### config.mk
export PLATFORM = sky130hd
export DESIGN_NAME = ftally_regs
export DESIGN_NICKNAME = d
export VERILOG_FILES = /design/src/hdl/ftally_pkg.sv /design/src/hdl/ftally_regs.sv
export SDC_FILE = /design/constraint.sdc
export NUM_CORES = 1
export LEC_CHECK = 0
export ABC_AREA = 1
export BUFFER_PORTS_ARGS = -buffer_cell sky130_fd_sc_hd__buf_4
export CORE_ASPECT_RATIO = 0.5
export CORE_MARGIN = 10
export CORE_UTILIZATION = 48
export DETAILED_ROUTE_END_ITERATION = 8
export PLACE_DENSITY_LB_ADDON = 0.12
export SETUP_SLACK_MARGIN = 0.15
export SYNTH_ARGS = -nofsm -noshare
export SYNTH_HDL_FRONTEND = slang
export SYNTH_SLANG_ARGS = --single-unit
export TNS_END_PERCENT = 1
### constraint.sdc
create_clock -name clk -period 1.45 [get_ports clk]
set_clock_uncertainty 0.15 [all_clocks]
set_input_delay 0.29 -clock clk [delete_from_list [all_inputs] [get_ports clk]]
set_output_delay 0.29 -clock clk [all_outputs]
set_load 0.1 [all_outputs]
### src/hdl/ftally_pkg.sv
// ftally_pkg: shared types and constants for the filtered word value tally.
// No dependencies; used by every module of the block.
`timescale 1ns / 1ps

package ftally_pkg;

	localparam int unsigned ADDR_W = 5;
	localparam int unsigned DATA_W = 64;

	localparam logic [1:0] REG_LOWER_BOUND  = 2'd0;
	localparam logic [1:0] REG_REPORT_MIN   = 2'd1;
	localparam logic [1:0] REG_REGION_SPLIT = 2'd2;

	localparam logic [63:0] HUGE_MASK = 64'h0000_0000_001F_FFFF;
	localparam logic [63:0] ALL_ONES  = 64'hFFFF_FFFF_FFFF_FFFF;
	localparam logic [15:0] COUNT_MAX = 16'hFFFF;

	localparam logic FUNC_SCAN = 1'b0;
	localparam logic FUNC_READ = 1'b1;

	typedef struct packed {
		logic [63:0] lower_bound;
		logic [15:0] report_min;
		logic [63:0] region_split;
	} cfg_t;

	typedef struct packed {
		logic [63:0] value;
		logic [15:0] count;
	} tbl_ent_t;

	typedef struct packed {
		logic        accepted;
		logic        dropped_full;
		logic [8:0]  entry_index;
		logic [63:0] value;
		logic [15:0] count;
		logic        reportable;
		logic        region;
		logic [9:0]  entries;
	} res_t;

	typedef enum logic [2:0] {
		ST_IDLE,
		ST_FILTER,
		ST_SEARCH,
		ST_APPEND,
		ST_RD_ISSUE,
		ST_RD_DATA,
		ST_DONE
	} state_t;

endpackage

### src/hdl/ftally_regs.sv
// ftally_regs: APB-style configuration registers (64-bit data, 8-byte stride).
// Depends on ftally_pkg.
`timescale 1ns / 1ps

module ftally_regs (
	input  logic                        clk,
	input  logic                        arst_n,
	input  logic                        psel,
	input  logic                        penable,
	input  logic                        pwrite,
	input  logic [ftally_pkg::ADDR_W-1:0] paddr,
	input  logic [ftally_pkg::DATA_W-1:0] pwdata,
	output logic [ftally_pkg::DATA_W-1:0] prdata,
	output logic                        pready,
	output ftally_pkg::cfg_t            cfg
);

	ftally_pkg::cfg_t cfg_q;
	logic             wr_en;
	logic [1:0]       reg_sel;

	assign pready  = 1'b1;
	assign wr_en   = psel & penable & pwrite;
	assign reg_sel = paddr[4:3];
	assign cfg     = cfg_q;

	always_ff @(posedge clk or negedge arst_n) begin
		if (!arst_n) begin
			cfg_q.lower_bound  <= '0;
			cfg_q.report_min   <= 16'd1;
			cfg_q.region_split <= '0;
		end else if (wr_en) begin
			case (reg_sel)
				ftally_pkg::REG_LOWER_BOUND:  cfg_q.lower_bound  <= pwdata;
				ftally_pkg::REG_REPORT_MIN:   cfg_q.report_min   <= pwdata[15:0];
				ftally_pkg::REG_REGION_SPLIT: cfg_q.region_split <= pwdata;
				default: ;
			endcase
		end
	end

	always_comb begin
		case (reg_sel)
			ftally_pkg::REG_LOWER_BOUND:  prdata = cfg_q.lower_bound;
			ftally_pkg::REG_REPORT_MIN:   prdata = {48'd0, cfg_q.report_min};
			ftally_pkg::REG_REGION_SPLIT: prdata = cfg_q.region_split;
			default:                      prdata = '0;
		endcase
	end

endmodule

==> impl_metrics.yaml, run 1 <==
outcome:
  status: "stopped before the end"
  lastStage: "clock tree synthesis (4_1_cts)"
  first-error: "[ERROR DPL-0038] Utilization greater than 100%, impossible to legalize"
synthesis:
  synth_top_area_share: 0.552
  synth_nets: 919
  avgSynthCellArea_um2: 7.67
  syn_inst: 845
  yosysSeqAreaShare: 0.556
  synth_area_leaders: "dfrtp_1, nand2_1, buf_6, buf_4, nand3_1"
  synth_top_area_cell: "dfrtp_1"
  netlist_area_um2: 6480
  synth_seq_cells: 144
  yosysWarnings: 0
  ys_types: 14
floorplan:
  die_h_um: 102
  die_w_um: 184
  initial_core_util: 0.502
  rows: 29
  num_io_pins: 283
clock_tree:
  cts_buffers: 17
  clock_sinks: 144
  cts_hold_repair.buffers: 65
  htreeDepth: 4
  postCtsSetupRepairBufs: 0
  cts_root_buf: "clkbuf_16"
  clock_tree.buffer_depth: 2
  cts.repair.resized: 562
placed_design:
  gp_congestion: 0.862
  dp_cells: 1287
  placed_area_um2: 10200
  hpwl_um: 18200
  portBuffers: 278
[cell families after synthesis]
| family | count (synthesis) | share of synthesized area |
|---|---|---|
| other | 1 | 0.000579 |
| DFF | 144 | 0.556 |
| and+or+nand+nor | 653 | 0.389 |
| buffers and inverters | 47 | 0.0544 |
[cell usage after synthesis, drive strengths merged]
| master | count |
|---|---|
| nand2 | 631 |
| nand3 | 17 |
| dfrtp | 143 |
| buf | 42 |
| inv | 5 |
| conb | 1 |
| dfstp | 1 |
| nor2 | 5 |
[stage by stage]
| stage | setup WS (ps) | hold WS, ps |
|---|---|---|
| 3_5_place_dp | -422 | 8.19 |
| 3_3_place_gp | -386 | 3.65 |
| 2_1_floorplan | -119 | -156 |
==> inputs of run 2 (changes only) <==
--- a/config.mk
+++ b/config.mk
@@ -7,12 +7,10 @@
 export LEC_CHECK = 0
 export ABC_AREA = 1
 export BUFFER_PORTS_ARGS = -buffer_cell sky130_fd_sc_hd__buf_4
-export CORE_ASPECT_RATIO = 0.5
 export CORE_MARGIN = 10
-export CORE_UTILIZATION = 48
+export CORE_UTILIZATION = 40
 export DETAILED_ROUTE_END_ITERATION = 8
-export PLACE_DENSITY_LB_ADDON = 0.12
-export SETUP_SLACK_MARGIN = 0.15
+export PLACE_DENSITY_LB_ADDON = 0.15
 export SYNTH_ARGS = -nofsm -noshare
 export SYNTH_HDL_FRONTEND = slang
 export SYNTH_SLANG_ARGS = --single-unit
==> run 2 against run 1 <==
  * The flow now finishes, with violations (setup timing)
  * Synthesized cell count unchanged
  * Area after synthesis unchanged
==> impl_metrics.yaml, run 2 <==
critical_path:
  arrival_ps: 1400
  worstPathRequired_ps: 1010
  endpoint_kind: "output port"
  crit_fanout: 37
  cpMaxStageDelayCell: "buf_12"
  reg2regPathDepth: 2
  critical_path.top_delay_family: "buffers and inverters"
  setup.worst_path.class: "input pin to output port"
  cp-start-kind: "input pin"
  critPathMaxStageDelay_ps: 250
  r2r-start: "cfg[64]"
  rrSetupSlack_ps: 460
  worstPathCellList: "buf_4 -> nor2_4 -> buf_12 -> nand2_1 -> nand2_8 -> buf_6"
  timing.rr.end: "cfg[64]"
  worstPathBufferInverterCount: 3
timing:
  rsz0062_at_grt: "yes"
  fin_crit_ps: 1840
  tns_ps: -24350
  slew_violations: 0
  worst_slack_ps: -387
  setup_viol: 208
  post-route-period-util: 1.27
  fmax_mhz: 544
  hold_violations: 0
worst_hold_path:
  hp-class: "input pin to asynchronous set/reset pin"
outcome:
  status: "finished with violations"
  violations: "setup timing"
clock_tree:
  htreeDepth: 4
  clock_tree.buffer_depth: 2
  cts_tree: "yes"
  postCtsSetupRepairBufs: 0
  cts_buffers: 17
  cts_root_buf: "clkbuf_16"
  clock_sinks: 144
  worstSkewPairLatency_ps: 420
  path_clk_slew_ps: 60
global_route:
  grt_pass1_vias: 8239
  grt_overflow: 0
  grt_first_pass_wirelength_um: 49500
  grt_antenna_before_repair: 0
  grt_max_degree: 49
  grt_usage: 0.291
placed_design:
  gp_congestion: 0.826
  portBuffers: 278
  hpwl_um: 17300
  placed_area_um2: 10200
synthesis:
  synth_compound_area_frac: 0
  yosysWarnings: 0
  synth_most_common_cell: "nand2_1"
  netlist_area_um2: 6480
  synth_nets: 919
  yosysSeqAreaShare: 0.556
  syn_inst: 845
  ys_dominant_reg_cell: "dfrtp_1"
  synthTopCellsByCount: "nand2_1, dfrtp_1, nand3_1"
  synthXorXnorAreaFrac: 0
  synth_top_area_share: 0.552
  synth_area_leaders: "dfrtp_1, nand2_1, buf_6, buf_4, nand3_1"
  synthArstFlopShare: 1.00
  synthSimpleGateAreaFrac: 0.389
  synth_top_area_cell: "dfrtp_1"
  ys_types: 14
  muxShareOfSynthArea: 0
  synth_top_family_by_area: "simple AND/OR/NAND/NOR gates"
  synth_seq_cells: 144
  avgSynthCellArea_um2: 7.67
  synthAdderAreaFrac: 0
  synth_edf_count: 0
final_layout:
  final_cell_area_um2: 14100
  largest_reg_flops: 144
  layout_commonest_cell: "nand2_1"
  final_cell_mix: "nand2_1, buf_12, dfrtp_2"
  synthToLayoutAreaGrowth_pct: 117
  diodes: 0
  drive_gt1_frac: 0.489
  num-fill-cells: 627
  nets: 1275
floorplan:
  dieArea_um2: 21700
  core_um2: 15900
  rows: 46
  die_h_um: 147
  num_io_pins: 283
  die_w_um: 147
  initial_core_util: 0.408
drt:
  dr_total_vias: 7711
  wl_per_cell_um: 23.7
  antenna_left: 0
  drc: 0
  dr.pass1.iters: 5
  drt-total-wl_um: 33900
  drt_iter0_drc: 623
  vias_per_cell: 5.39
flow_run:
  max-cap-violations: 0
pwr:
  peakVddDrop_uv: 1400
  p_leak_nw: 6.67
  p_per_area_nw_per_um2: 1860
  power_mw: 26.1
## run 2: per-stage QoR
stage,utilization,hold WS [ps],setup slack [ps],std cells
CTS,0.869,207,-366,1427
global placement,0.641,69.8,-406,1330
detailed placement,0.641,71.0,-429,1330
floorplan,-,-156,-119,845
global route,0.886,226,-420,1430
finish,0.886,190,-387,1430
## run 2: power breakdown
group,internal [mW],switching (mW)
combinational,4.97,10.1
clock,2.73,1.88
sequential,5.01,1.39
## run 2: cell families after synthesis
family,Yosys count
buf+inv,47
flops,144
simple gates,653
other cells,1
## run 2: worst register-to-register path: stages (launching register included)
cell and delay (ps):
dfstp_4 650, nand2_1 70, nand2_1 60
## run 2: routing by layer
| layer | vias to the layer above | wire [µm] | track usage |
|---|---|---|---|
| met3 | 147 | 2930 | 0.0872 |
| li1 | 3247 | - | - |
| met4 | 0 | 2030 | 0.151 |
| met2 | 517 | 17600 | 0.511 |
| met5 | - | 0 | 0 |
| met1 | 3800 | 11300 | 0.309 |
## run 2: layout make-up
type | instances | area (µm²) | share of cell area
inverter | 5 | 23.8 | 0.00169
clock buffer | 17 | 425 | 0.0302
tap | 216 | 270 | 0.0192
sequential | 144 | 3790 | 0.269
clock inverter | 15 | 185 | 0.0132
timing repair buffer | 379 | 5770 | 0.410
multi-input combinational | 654 | 3620 | 0.257
## run 2: worst max path at each step
stage	start	end	slack, ps	cells after the start
final	paddr[4]	prdata[35]	-390	6
after global routing	paddr[4]	prdata[35]	-420	6
after CTS	cfg[64]	prdata[0]	-370	3
after detailed placement	paddr[3]	prdata[18]	-430	8
after global placement	paddr[4]	prdata[35]	-410	6
after floorplan	cfg[64]	prdata[0]	-120	2
## run 2: repair_timing
| item | CTS | global route |
|---|---|---|
| resized for setup | 577 | 59 |
| endpoints found under the setup margin | 208 | 208 |
| pin swaps | 1 | 6 |
| hold buffers | 65 | 0 |
| hold endpoints to repair | 287 | 0 |
| cloned | 0 | 3 |
(Power assumes the default switching activity.)
