## config.mk

```make
export PLATFORM = sky130hd
export DESIGN_NAME = ftally_seq
export DESIGN_NICKNAME = d
export VERILOG_FILES = /design/src/hdl/ftally_pkg.sv /design/src/hdl/ftally_seq.sv
export SDC_FILE = /design/constraint.sdc
export NUM_CORES = 1
export LEC_CHECK = 0
export BUFFER_PORTS_ARGS = -buffer_cell sky130_fd_sc_hd__buf_2
export CAP_MARGIN = 10
export CORE_UTILIZATION = 40
export DETAILED_ROUTE_END_ITERATION = 12
export PLACE_DENSITY = 0.75
export SLEW_MARGIN = 40
export SYNTH_ARGS = -nofsm -noshare
export SYNTH_HDL_FRONTEND = slang
export SYNTH_SLANG_ARGS = --single-unit
```

## constraint.sdc

```tcl
create_clock -name clk -period 14.5 [get_ports clk]
set_input_delay 2.9 -clock clk [delete_from_list [all_inputs] [get_ports clk]]
set_output_delay 2.9 -clock clk [all_outputs]
set_load 0.05 [all_outputs]
```

## src/hdl/ftally_pkg.sv

```systemverilog
// ftally_pkg: shared types and constants for the filtered word value tally.
// No dependencies; used by every module of the block.
`timescale 1ns / 1ps

package ftally_pkg;

	localparam int unsigned ADDR_W = 5;
	localparam int unsigned DATA_W = 64;

	localparam logic [1:0] REG_LOWER_BOUND  = 2'd0;
	localparam logic [1:0] REG_REPORT_MIN   = 2'd1;
	localparam logic [1:0] REG_REGION_SPLIT = 2'd2;

	localparam logic [63:0] HUGE_MASK = 64'h0000_0000_001F_FFFF;
	localparam logic [63:0] ALL_ONES  = 64'hFFFF_FFFF_FFFF_FFFF;
	localparam logic [15:0] COUNT_MAX = 16'hFFFF;

	localparam logic FUNC_SCAN = 1'b0;
	localparam logic FUNC_READ = 1'b1;

	typedef struct packed {
		logic [63:0] lower_bound;
		logic [15:0] report_min;
		logic [63:0] region_split;
	} cfg_t;

	typedef struct packed {
		logic [63:0] value;
		logic [15:0] count;
	} tbl_ent_t;

	typedef struct packed {
		logic        accepted;
		logic        dropped_full;
		logic [8:0]  entry_index;
		logic [63:0] value;
		logic [15:0] count;
		logic        reportable;
		logic        region;
		logic [9:0]  entries;
	} res_t;

	typedef enum logic [2:0] {
		ST_IDLE,
		ST_FILTER,
		ST_SEARCH,
		ST_APPEND,
		ST_RD_ISSUE,
		ST_RD_DATA,
		ST_DONE
	} state_t;

endpackage

```

## src/hdl/ftally_seq.sv

```systemverilog
// ftally_seq: sequencer and datapath; filters candidates, walks the table with
// one shared 64-bit comparator, updates counts, serves table reads and holds the output register.
// Depends on ftally_pkg; drives ftally_mem.
`timescale 1ns / 1ps

module ftally_seq #(
	parameter int unsigned TABLE_DEPTH = 512,
	parameter int unsigned ALIGN_BYTES = 64
) (
	input  logic                             clk,
	input  logic                             arst_n,
	input  ftally_pkg::cfg_t                 cfg,
	input  logic                             in_valid,
	output logic                             in_stall,
	input  logic                             func,
	input  logic [31:0]                      word,
	input  logic                             first,
	input  logic [8:0]                       index,
	output logic                             out_valid,
	input  logic                             out_stall,
	output ftally_pkg::res_t                 res,
	output logic                             mem_wr_en,
	output logic [$clog2(TABLE_DEPTH)-1:0]   mem_wr_addr,
	output ftally_pkg::tbl_ent_t             mem_wr_data,
	output logic [$clog2(TABLE_DEPTH)-1:0]   mem_rd_addr,
	input  ftally_pkg::tbl_ent_t             mem_rd_data
);

	localparam int unsigned IDX_W = $clog2(TABLE_DEPTH);
	localparam int unsigned TOT_W = $clog2(TABLE_DEPTH + 1);
	localparam int unsigned CMP_W = (TOT_W > 9) ? TOT_W : 9;
	localparam logic [63:0] ALIGN_MASK = 64'(ALIGN_BYTES - 1);
	localparam logic [TOT_W-1:0] DEPTH_V = TOT_W'(TABLE_DEPTH);

	ftally_pkg::state_t state_q, state_d;

	logic [31:0]      prev_q;
	logic             have_prev_q;
	logic [63:0]      cand_q;
	logic             region_q;
	logic [8:0]       idx_q;
	logic [TOT_W-1:0] total_q;
	logic [TOT_W-1:0] ptr_q;
	logic [IDX_W-1:0] rd_idx_q;
	logic             rd_vld_q;
	ftally_pkg::res_t res_q, res_d;
	ftally_pkg::res_t out_q;
	logic             out_valid_q;

	logic             acc;
	logic             no_cand;
	logic             pass;
	logic             match;
	logic             search_done;
	logic             room;
	logic             rd_hit;
	logic [15:0]      sat_cnt;
	logic             res_ld;
	logic             out_ld;
	logic             ptr_inc;
	logic             total_inc;

	assign in_stall  = (state_q != ftally_pkg::ST_IDLE);
	assign acc       = in_valid & ~in_stall;
	assign no_cand   = first | ~have_prev_q;
	assign out_valid = out_valid_q;
	assign res       = out_q;

	// filters on the latched candidate
	assign pass = (cand_q != 64'd0) && (cand_q != ftally_pkg::ALL_ONES)
		&& !((cfg.lower_bound != 64'd0) && (cand_q < cfg.lower_bound))
		&& ((cand_q & ALIGN_MASK) == 64'd0)
		&& ((cand_q & ftally_pkg::HUGE_MASK) != 64'd0);

	// shared comparator: registered table word against the candidate
	assign match       = rd_vld_q && (mem_rd_data.value == cand_q);
	assign search_done = !match && !rd_vld_q && (ptr_q == total_q);
	assign room        = total_q < DEPTH_V;
	assign rd_hit      = CMP_W'(idx_q) < CMP_W'(total_q);
	assign sat_cnt     = (mem_rd_data.count == ftally_pkg::COUNT_MAX)
		? mem_rd_data.count : mem_rd_data.count + 16'd1;

	// next state
	always_comb begin
		state_d = state_q;
		case (state_q)
			ftally_pkg::ST_IDLE: begin
				if (acc) begin
					if (func == ftally_pkg::FUNC_READ) begin
						state_d = ftally_pkg::ST_RD_ISSUE;
					end else if (no_cand) begin
						state_d = ftally_pkg::ST_DONE;
					end else begin
						state_d = ftally_pkg::ST_FILTER;
					end
				end
			end
			ftally_pkg::ST_FILTER: begin
				if (!pass) begin
					state_d = ftally_pkg::ST_DONE;
				end else if (total_q == '0) begin
					state_d = ftally_pkg::ST_APPEND;
				end else begin
					state_d = ftally_pkg::ST_SEARCH;
				end
			end
			ftally_pkg::ST_SEARCH: begin
				if (match) begin
					state_d = ftally_pkg::ST_DONE;
				end else if (search_done) begin
					state_d = ftally_pkg::ST_APPEND;
				end
			end
			ftally_pkg::ST_APPEND:   state_d = ftally_pkg::ST_DONE;
			ftally_pkg::ST_RD_ISSUE: state_d = ftally_pkg::ST_RD_DATA;
			ftally_pkg::ST_RD_DATA:  state_d = ftally_pkg::ST_DONE;
			ftally_pkg::ST_DONE: begin
				if (!out_valid_q || !out_stall) begin
					state_d = ftally_pkg::ST_IDLE;
				end
			end
			default: state_d = ftally_pkg::ST_IDLE;
		endcase
	end

	// datapath controls and result
	always_comb begin
		mem_rd_addr   = ptr_q[IDX_W-1:0];
		mem_wr_en     = 1'b0;
		mem_wr_addr   = rd_idx_q;
		mem_wr_data   = '{value: cand_q, count: sat_cnt};
		res_ld        = 1'b0;
		res_d         = '0;
		res_d.entries = 10'(total_q);
		ptr_inc       = 1'b0;
		total_inc     = 1'b0;
		out_ld        = 1'b0;
		case (state_q)
			ftally_pkg::ST_IDLE: begin
				// buffer start: latch only, beat is zero but for the entry count
				res_ld = acc && (func == ftally_pkg::FUNC_SCAN) && no_cand;
			end
			ftally_pkg::ST_FILTER: begin
				if (!pass) begin
					// region_q is only loaded at the end of this state
					res_ld       = 1'b1;
					res_d.value  = cand_q;
					res_d.region = cand_q >= cfg.region_split;
				end
			end
			ftally_pkg::ST_SEARCH: begin
				if (match) begin
					mem_wr_en          = 1'b1;
					res_ld             = 1'b1;
					res_d.accepted     = 1'b1;
					res_d.entry_index  = 9'(rd_idx_q);
					res_d.value        = cand_q;
					res_d.count        = sat_cnt;
					res_d.reportable   = sat_cnt >= cfg.report_min;
					res_d.region       = region_q;
				end else if (ptr_q < total_q) begin
					ptr_inc = 1'b1;
				end
			end
			ftally_pkg::ST_APPEND: begin
				res_ld       = 1'b1;
				res_d.value  = cand_q;
				res_d.region = region_q;
				if (room) begin
					mem_wr_en         = 1'b1;
					mem_wr_addr       = total_q[IDX_W-1:0];
					mem_wr_data       = '{value: cand_q, count: 16'd1};
					total_inc         = 1'b1;
					res_d.accepted    = 1'b1;
					res_d.entry_index = 9'(total_q);
					res_d.count       = 16'd1;
					res_d.reportable  = 16'd1 >= cfg.report_min;
					res_d.entries     = 10'(total_q + TOT_W'(1));
				end else begin
					res_d.dropped_full = 1'b1;
				end
			end
			ftally_pkg::ST_RD_ISSUE: begin
				mem_rd_addr = IDX_W'(CMP_W'(idx_q));
			end
			ftally_pkg::ST_RD_DATA: begin
				res_ld            = 1'b1;
				res_d.entry_index = idx_q;
				if (rd_hit) begin
					res_d.value      = mem_rd_data.value;
					res_d.count      = mem_rd_data.count;
					res_d.reportable = mem_rd_data.count >= cfg.report_min;
					res_d.region     = mem_rd_data.value >= cfg.region_split;
				end
			end
			ftally_pkg::ST_DONE: begin
				out_ld = !out_valid_q || !out_stall;
			end
			default: ;
		endcase
	end

	always_ff @(posedge clk or negedge arst_n) begin
		if (!arst_n) begin
			state_q     <= ftally_pkg::ST_IDLE;
			prev_q      <= '0;
			have_prev_q <= 1'b0;
			total_q     <= '0;
			ptr_q       <= '0;
			rd_vld_q    <= 1'b0;
			out_valid_q <= 1'b0;
		end else begin
			state_q <= state_d;
			if (acc && (func == ftally_pkg::FUNC_SCAN)) begin
				prev_q      <= word;
				have_prev_q <= 1'b1;
			end
			if (total_inc) begin
				total_q <= total_q + TOT_W'(1);
			end
			if (state_q == ftally_pkg::ST_FILTER) begin
				ptr_q <= '0;
			end else if (ptr_inc) begin
				ptr_q <= ptr_q + TOT_W'(1);
			end
			// one compare pending per issued read
			rd_vld_q <= (state_q == ftally_pkg::ST_SEARCH) && !match && (ptr_q < total_q);
			if (out_ld) begin
				out_valid_q <= 1'b1;
			end else if (!out_stall) begin
				out_valid_q <= 1'b0;
			end
		end
	end

	always_ff @(posedge clk) begin
		if (acc) begin
			cand_q <= {word, prev_q};
			idx_q  <= index;
		end
		if (state_q == ftally_pkg::ST_FILTER) begin
			region_q <= cand_q >= cfg.region_split;
		end
		rd_idx_q <= ptr_q[IDX_W-1:0];
		if (res_ld) begin
			res_q <= res_d;
		end
		if (out_ld) begin
			out_q <= res_q;
		end
	end

endmodule

```

Yosys cells after proc, flatten, opt, wreduce, memory -nomap -nowiden

Cells that the tools add are included.

Register bits: 347
Output and inout port bits: 204
Input port bits: 271

Add/sub/neg operators: 3
Reductions and logical operators: 28
Magnitude comparators: 9
Equal/unequal tests: 14
Muxes and demuxes: 42
Bitwise gates (word level): 5

Operators with widths:

| cell                                                                  | number |
|---|---|
| 64-bit case mux with 4 select lines                                   | 1 |
| 64-bit nonzero test                                                   | 3 |
| 64-bit >= comparator                                                  | 2 |
| 91-bit 2-to-1 mux                                                     | 1 |
| 82-bit 2-to-1 mux                                                     | 1 |
| 64-bit equality test                                                  | 1 |
| 64-bit logical NOT                                                    | 1 |
| 64-bit less-than comparator                                           | 1 |
| 64-bit 2-to-1 mux                                                     | 1 |
| 64-bit inequality test, second input constant                         | 1 |
| 17-bit case mux with 3 select lines                                   | 1 |
| 16-bit 2-to-1 mux                                                     | 3 |
| 10-bit 2-to-1 mux                                                     | 4 |
| 9-bit 2-to-1 mux                                                      | 4 |
| 16-bit >= comparator                                                  | 2 |
| 9-bit case mux with 3 select lines                                    | 1 |
| 3-bit 2-to-1 mux                                                      | 7 |
| 10-bit by 1-bit adder with 10-bit output, second input constant       | 2 |
| 3-bit case mux with 6 select lines                                    | 1 |
| 16-bit by 1-bit adder with 16-bit output, second input constant       | 1 |
| 16-bit equality test, second input constant                           | 1 |
| 1-bit by 16-bit >= comparator with 1-bit output, first input constant | 1 |
| 1-bit 2-to-1 mux                                                      | 13 |
| 1-bit logical AND                                                     | 12 |
| 24 further kinds                                                      | 35 |

Longest topological paths before layout

Depth in word-level cells: 8
Mapped depth: 18

Worst setup path after synthesis

OpenSTA, ideal clock, no wires.

Kind: input port to flip-flop
Start: input cfg[107] in the netlist's numbering
End: register res_q[0] in the netlist's numbering, enable pin
Setup slack: 1.738 ns
Setup time: 0.716 ns
Cell stages on the path: 10
Data arrival time: 12.046 ns
Path buffers: 0
Path through: inv_1 ha_1 a21oi_1 o21a_1 nor2_1 o31a_1 or4_1 o21ai_1 nor3_1 o31ai_1

Longest elaborated chain between the ends: 8

RTL lines:

| element                                                                   | RTL line          | text |
|---|---|---|
| from (decl)                                                               | ftally_seq.sv:12  | `input ftally_pkg::cfg_t cfg,` |
| 64-bit less-than comparator / 64-bit nonzero test (equally long branches) | ftally_seq.sv:71  | `&& !((cfg.lower_bound != 64'd0) && (cand_q < cfg.lower_bound))` |
| 1-bit logical AND (*)                                                     | ftally_seq.sv:71  |  |
| 1-bit logical NOT (*)                                                     | ftally_seq.sv:71  |  |
| 1-bit logical AND (*)                                                     | ftally_seq.sv:71  |  |
| 1-bit logical AND (*)                                                     | ftally_seq.sv:72  | `&& ((cand_q & ALIGN_MASK) == 64'd0)` |
| 1-bit logical AND (*)                                                     | ftally_seq.sv:73  | `&& ((cand_q & ftally_pkg::HUGE_MASK) != 64'd0);` |
| 1-bit 2-to-1 mux (*)                                                      | ftally_seq.sv:144 | `if (!pass) begin` |
| 1-bit case mux with 4 select lines (*)                                    | ftally_seq.sv:138 | `case (state_q)` |
| net res_ld                                                                | ftally_seq.sv:58  | `logic res_ld;` |
| to (signal assigned)                                                      | ftally_seq.sv:246 | `res_q <= res_d;` |
| to (decl)                                                                 | ftally_seq.sv:46  | `ftally_pkg::res_t res_q, res_d;` |

The timed path passes the listed nets; every way through them passes the cells marked *.
A chain may end at the register's enable or synchronous reset.

Final worst setup path

Start: input mem_rd_data[64] in the netlist's numbering
End: output mem_wr_en

Longest elaborated chain between the ends: 4

RTL lines:

| element                            | RTL line          | text |
|---|---|---|
| from (decl)                        | ftally_seq.sv:26  | `input ftally_pkg::tbl_ent_t mem_rd_data` |
| 64-bit equality test               | ftally_seq.sv:76  | `assign match = rd_vld_q && (mem_rd_data.value == cand_q);` |
| 1-bit logical AND                  | ftally_seq.sv:76  |  |
| 1-bit 2-to-1 mux                   | ftally_seq.sv:152 | `if (match) begin` |
| 1-bit case mux with 2 select lines | ftally_seq.sv:138 |  |
| to (decl)                          | ftally_seq.sv:22  | `output logic mem_wr_en,` |

Every way passes these cells.

==> flow_summary.json <==
{
  "hp-class": "reg2reg",
  "max-vdd-ir-drop_mv": 0.0946,
  "synth-warning-count": 0,
  "synth_edf_count": 280,
  "hold_buffers": 0,
  "syn-num-nets": 2184,
  "synth_cell_types": 59,
  "drive_above_1_share_pct": 28.3,
  "synth_most_common_cell": "edfxtp_1",
  "synth_common_cells": "edfxtp_1 (280), ha_1 (247), inv_1 (191), nand2_1 (95), o21ai_0 (76)",
  "synth_area_um2": 19400,
  "cts_sinks": 347,
  "powerDensity_nw_per_um2": 97.2,
  "start_util_pct": 40.6,
  "endpoint_kind": "primary output",
  "finClkSkew_ps": 29.9,
  "crit_path_max_fanout": 32,
  "run_status": "finished clean",
  "period_share_pct": 55.2,
  "synthArstFlopShare_pct": 16.7,
  "critPathRequiredTime_ps": 11600,
  "internal_power_w": 0.00179,
  "gp_congestion": 0.962,
  "ys_top_cells_by_area": "edfxtp_1 (43%), ha_1 (16%), dfrtp_1 (7.5%), inv_1 (3.7%), a22o_1 (2.9%)",
  "rsz0062_at_grt": "false",
  "fmax_mhz": 125,
  "core_area_um2": 47800,
  "grt_pass1_vias": 15800,
  "syn_to_final_growth_pct": 24.2,
  "hold_viol_final": 0,
  "via_count": 15900,
  "yosys.area.top_type": "edfxtp_1",
  "cts_tree": "done",
  "cts_resized": 0,
  "nFillCells": 4331,
  "synth_ff_type": "edfxtp_1",
  "cap_violations": 0,
  "nNetsFinal": 2694,
  "ant_nets": 0,
  "drt_iter0_markers": 1282,
  "cts-root-buf": "clkbuf_16",
  "final-setup-viol-count": 0,
  "switching_share_pct": 23.7,
  "cts_buffers": 40,
  "arrival_ps": 5110,
  "slew_headroom_pct": 44.5,
  "grt-ovfl-total": 0,
  "ios": 475,
  "avgSynthCellArea_um2": 11.7,
  "routed_wl_um": 71400,
  "die_h_um": 222,
  "rows": 80,
  "power_frac_clock_pct": 46.1,
  "setup_slack_ps": 6490,
  "drc": 0,
  "p_sw_w": 0.000556,
  "min_period_ps": 8010,
  "pre_cts_slack_ps": 6500,
  "synth_top_area_share_pct": 43.3,
  "netlist_instances": 1666,
  "critical_path_class": "in2out",
  "avgRoutedWirePerCell_um": 25.2,
  "leakagePower_nw": 11.2,
  "cts_setup_buffers": 0,
  "grt_pass1_wl_um": 102000,
  "cts.htree.levels": 2,
  "clk_pin_slew_ps": 60,
  "drv_slew": 0,
  "clk_latency_ps": 590,
  "io_buffers": 474,
  "dp_hpwl_um": 56600,
  "combPwrFrac_pct": 8.5,
  "drt-pass1-iter-count": 5,
  "fp.dieW_um": 222,
  "grt_use_total_pct": 28.3,
  "antenna_found_initial": 18,
  "die-area_um2": 49500,
  "hold_slack_ps": 416,
  "via_per_inst": 5.62,
  "yosysSeqAreaShare_pct": 51.7,
  "ys_ff_latch": 347,
  "grt_max_degree": 85,
  "critPathLaunchType": "primary input",
  "setup_tns_ps": 0,
  "p_seq_share_pct": 45.4,
  "worst_pin_slew_ps": 833,
  "cts_buffer_depth": 3
}
-- final timing paths --
kind	from	endpoint	slack (ps)	cells past startpoint
worst max-delay path	mem_rd_data[64]	mem_wr_en	6490	9
min in group asynchronous	arst_n	prev_q[29]	2400	2
max in group asynchronous	arst_n	prev_q[6]	11650	2
worst max register to register	cand_q[58]	res_q[80]	9750	11
worst min register to register	res_q[88]	res[88]	420	0
worst min-delay path	res_q[88]	res[88]	420	0
-- per-stage QoR --
step / std cells / power (W) / area (um^2) / util (%)
final: 2829 / 0.00234 / 24100 / 50.4
after global routing: 2827 / 0.00241 / 24100 / 50.4
after CTS: 2821 / 0.00236 / 24100 / 50.4
after detailed placement: 2749 / 0.00128 / 22700 / 47.4
after global placement: 2749 / 0.00128 / 22700 / 47.4
after floorplan: 1666 / 0.00118 / 19400 / -
-- per-layer routing --
layer	GRT usage [%]	share of wire [%]	wire length, um	vias to the layer above
li1	-	-	-	7230
met1	38.1	43	30900	7774
met2	44.9	45	32400	711
met3	5.67	7.4	5250	160
met4	11.2	3.8	2680	18
met5	0	0.15	110	-
-- kinds of logic (layout without fill, tap and decap cells) --
kind of cell    Yosys count  in the layout  synth area share [%]
flops                   347            347                  51.7
simple gates            379            379                  9.92
compound gates          339            339                  11.8
xor+xnor                 82             82                  3.70
mux                      44             44                  2.52
other cells               0              8                     0
fa+ha+maj               247            247                  15.9
buf+inv                 228            768                  4.46
-- power by group through the flow --
stage	Clock, W	Sequential (W)	Combinational, W
global placement	0	0.00109	0.000190
finish	0.00108	0.00107	0.000200
floorplan	0	0.00109	0.0000990
CTS	0.00110	0.00107	0.000197
global route	0.00113	0.00106	0.000220
detailed placement	0	0.00109	0.000196
-- layout by cell type (no fill, tap or decap), drive strengths merged, types with 8 or more instances in the layout --
cell type and count:
nand4 61, o211ai 14, a21o 48, a22o 65
buf 505, a21oi 74, nor4 33, inv 195
diode 8, nor2 72, xnor2 65, nor2b 16
a211oi 11, dfxtp 9, or3 9, nand3 36
mux2 40, clkinv 15, ha 247, nor3 17
o21ai 77, xor2 17, nand2b 13, edfxtp 280
nand2 95, clkbuf 44, dfrtp 58
-- worst max-delay path, stage by stage --
cell	delay [ps]
buf_2	140
nor2b_1	150
a2111o_1	430
nor4_2	330
nand3_1	140
or3_1	330
buf_4	260
nand2_1	120
buf_2	270
-- flip-flops by register name, summed over array words and instances (netlist names), 9 cells and up --
register	count
cand_q	64
res	103
prev_q	32
rd_idx_q	9
res_q	103
idx_q	9
ptr_q	10
total_q	10
-- final cells by class --
type	count	area [um^2]	area share (%)
timing repair buffer	505	2620	10.8
tap	615	769	3.19
clock buffer	44	1030	4.25
inverter	191	717	2.97
antenna	8	20.0	0.0830
multi-input combinational	1091	8560	35.5
clock inverter	28	372	1.54
sequential	347	10000	41.6
No activity file was read; power rests on OpenSTA's default activity.
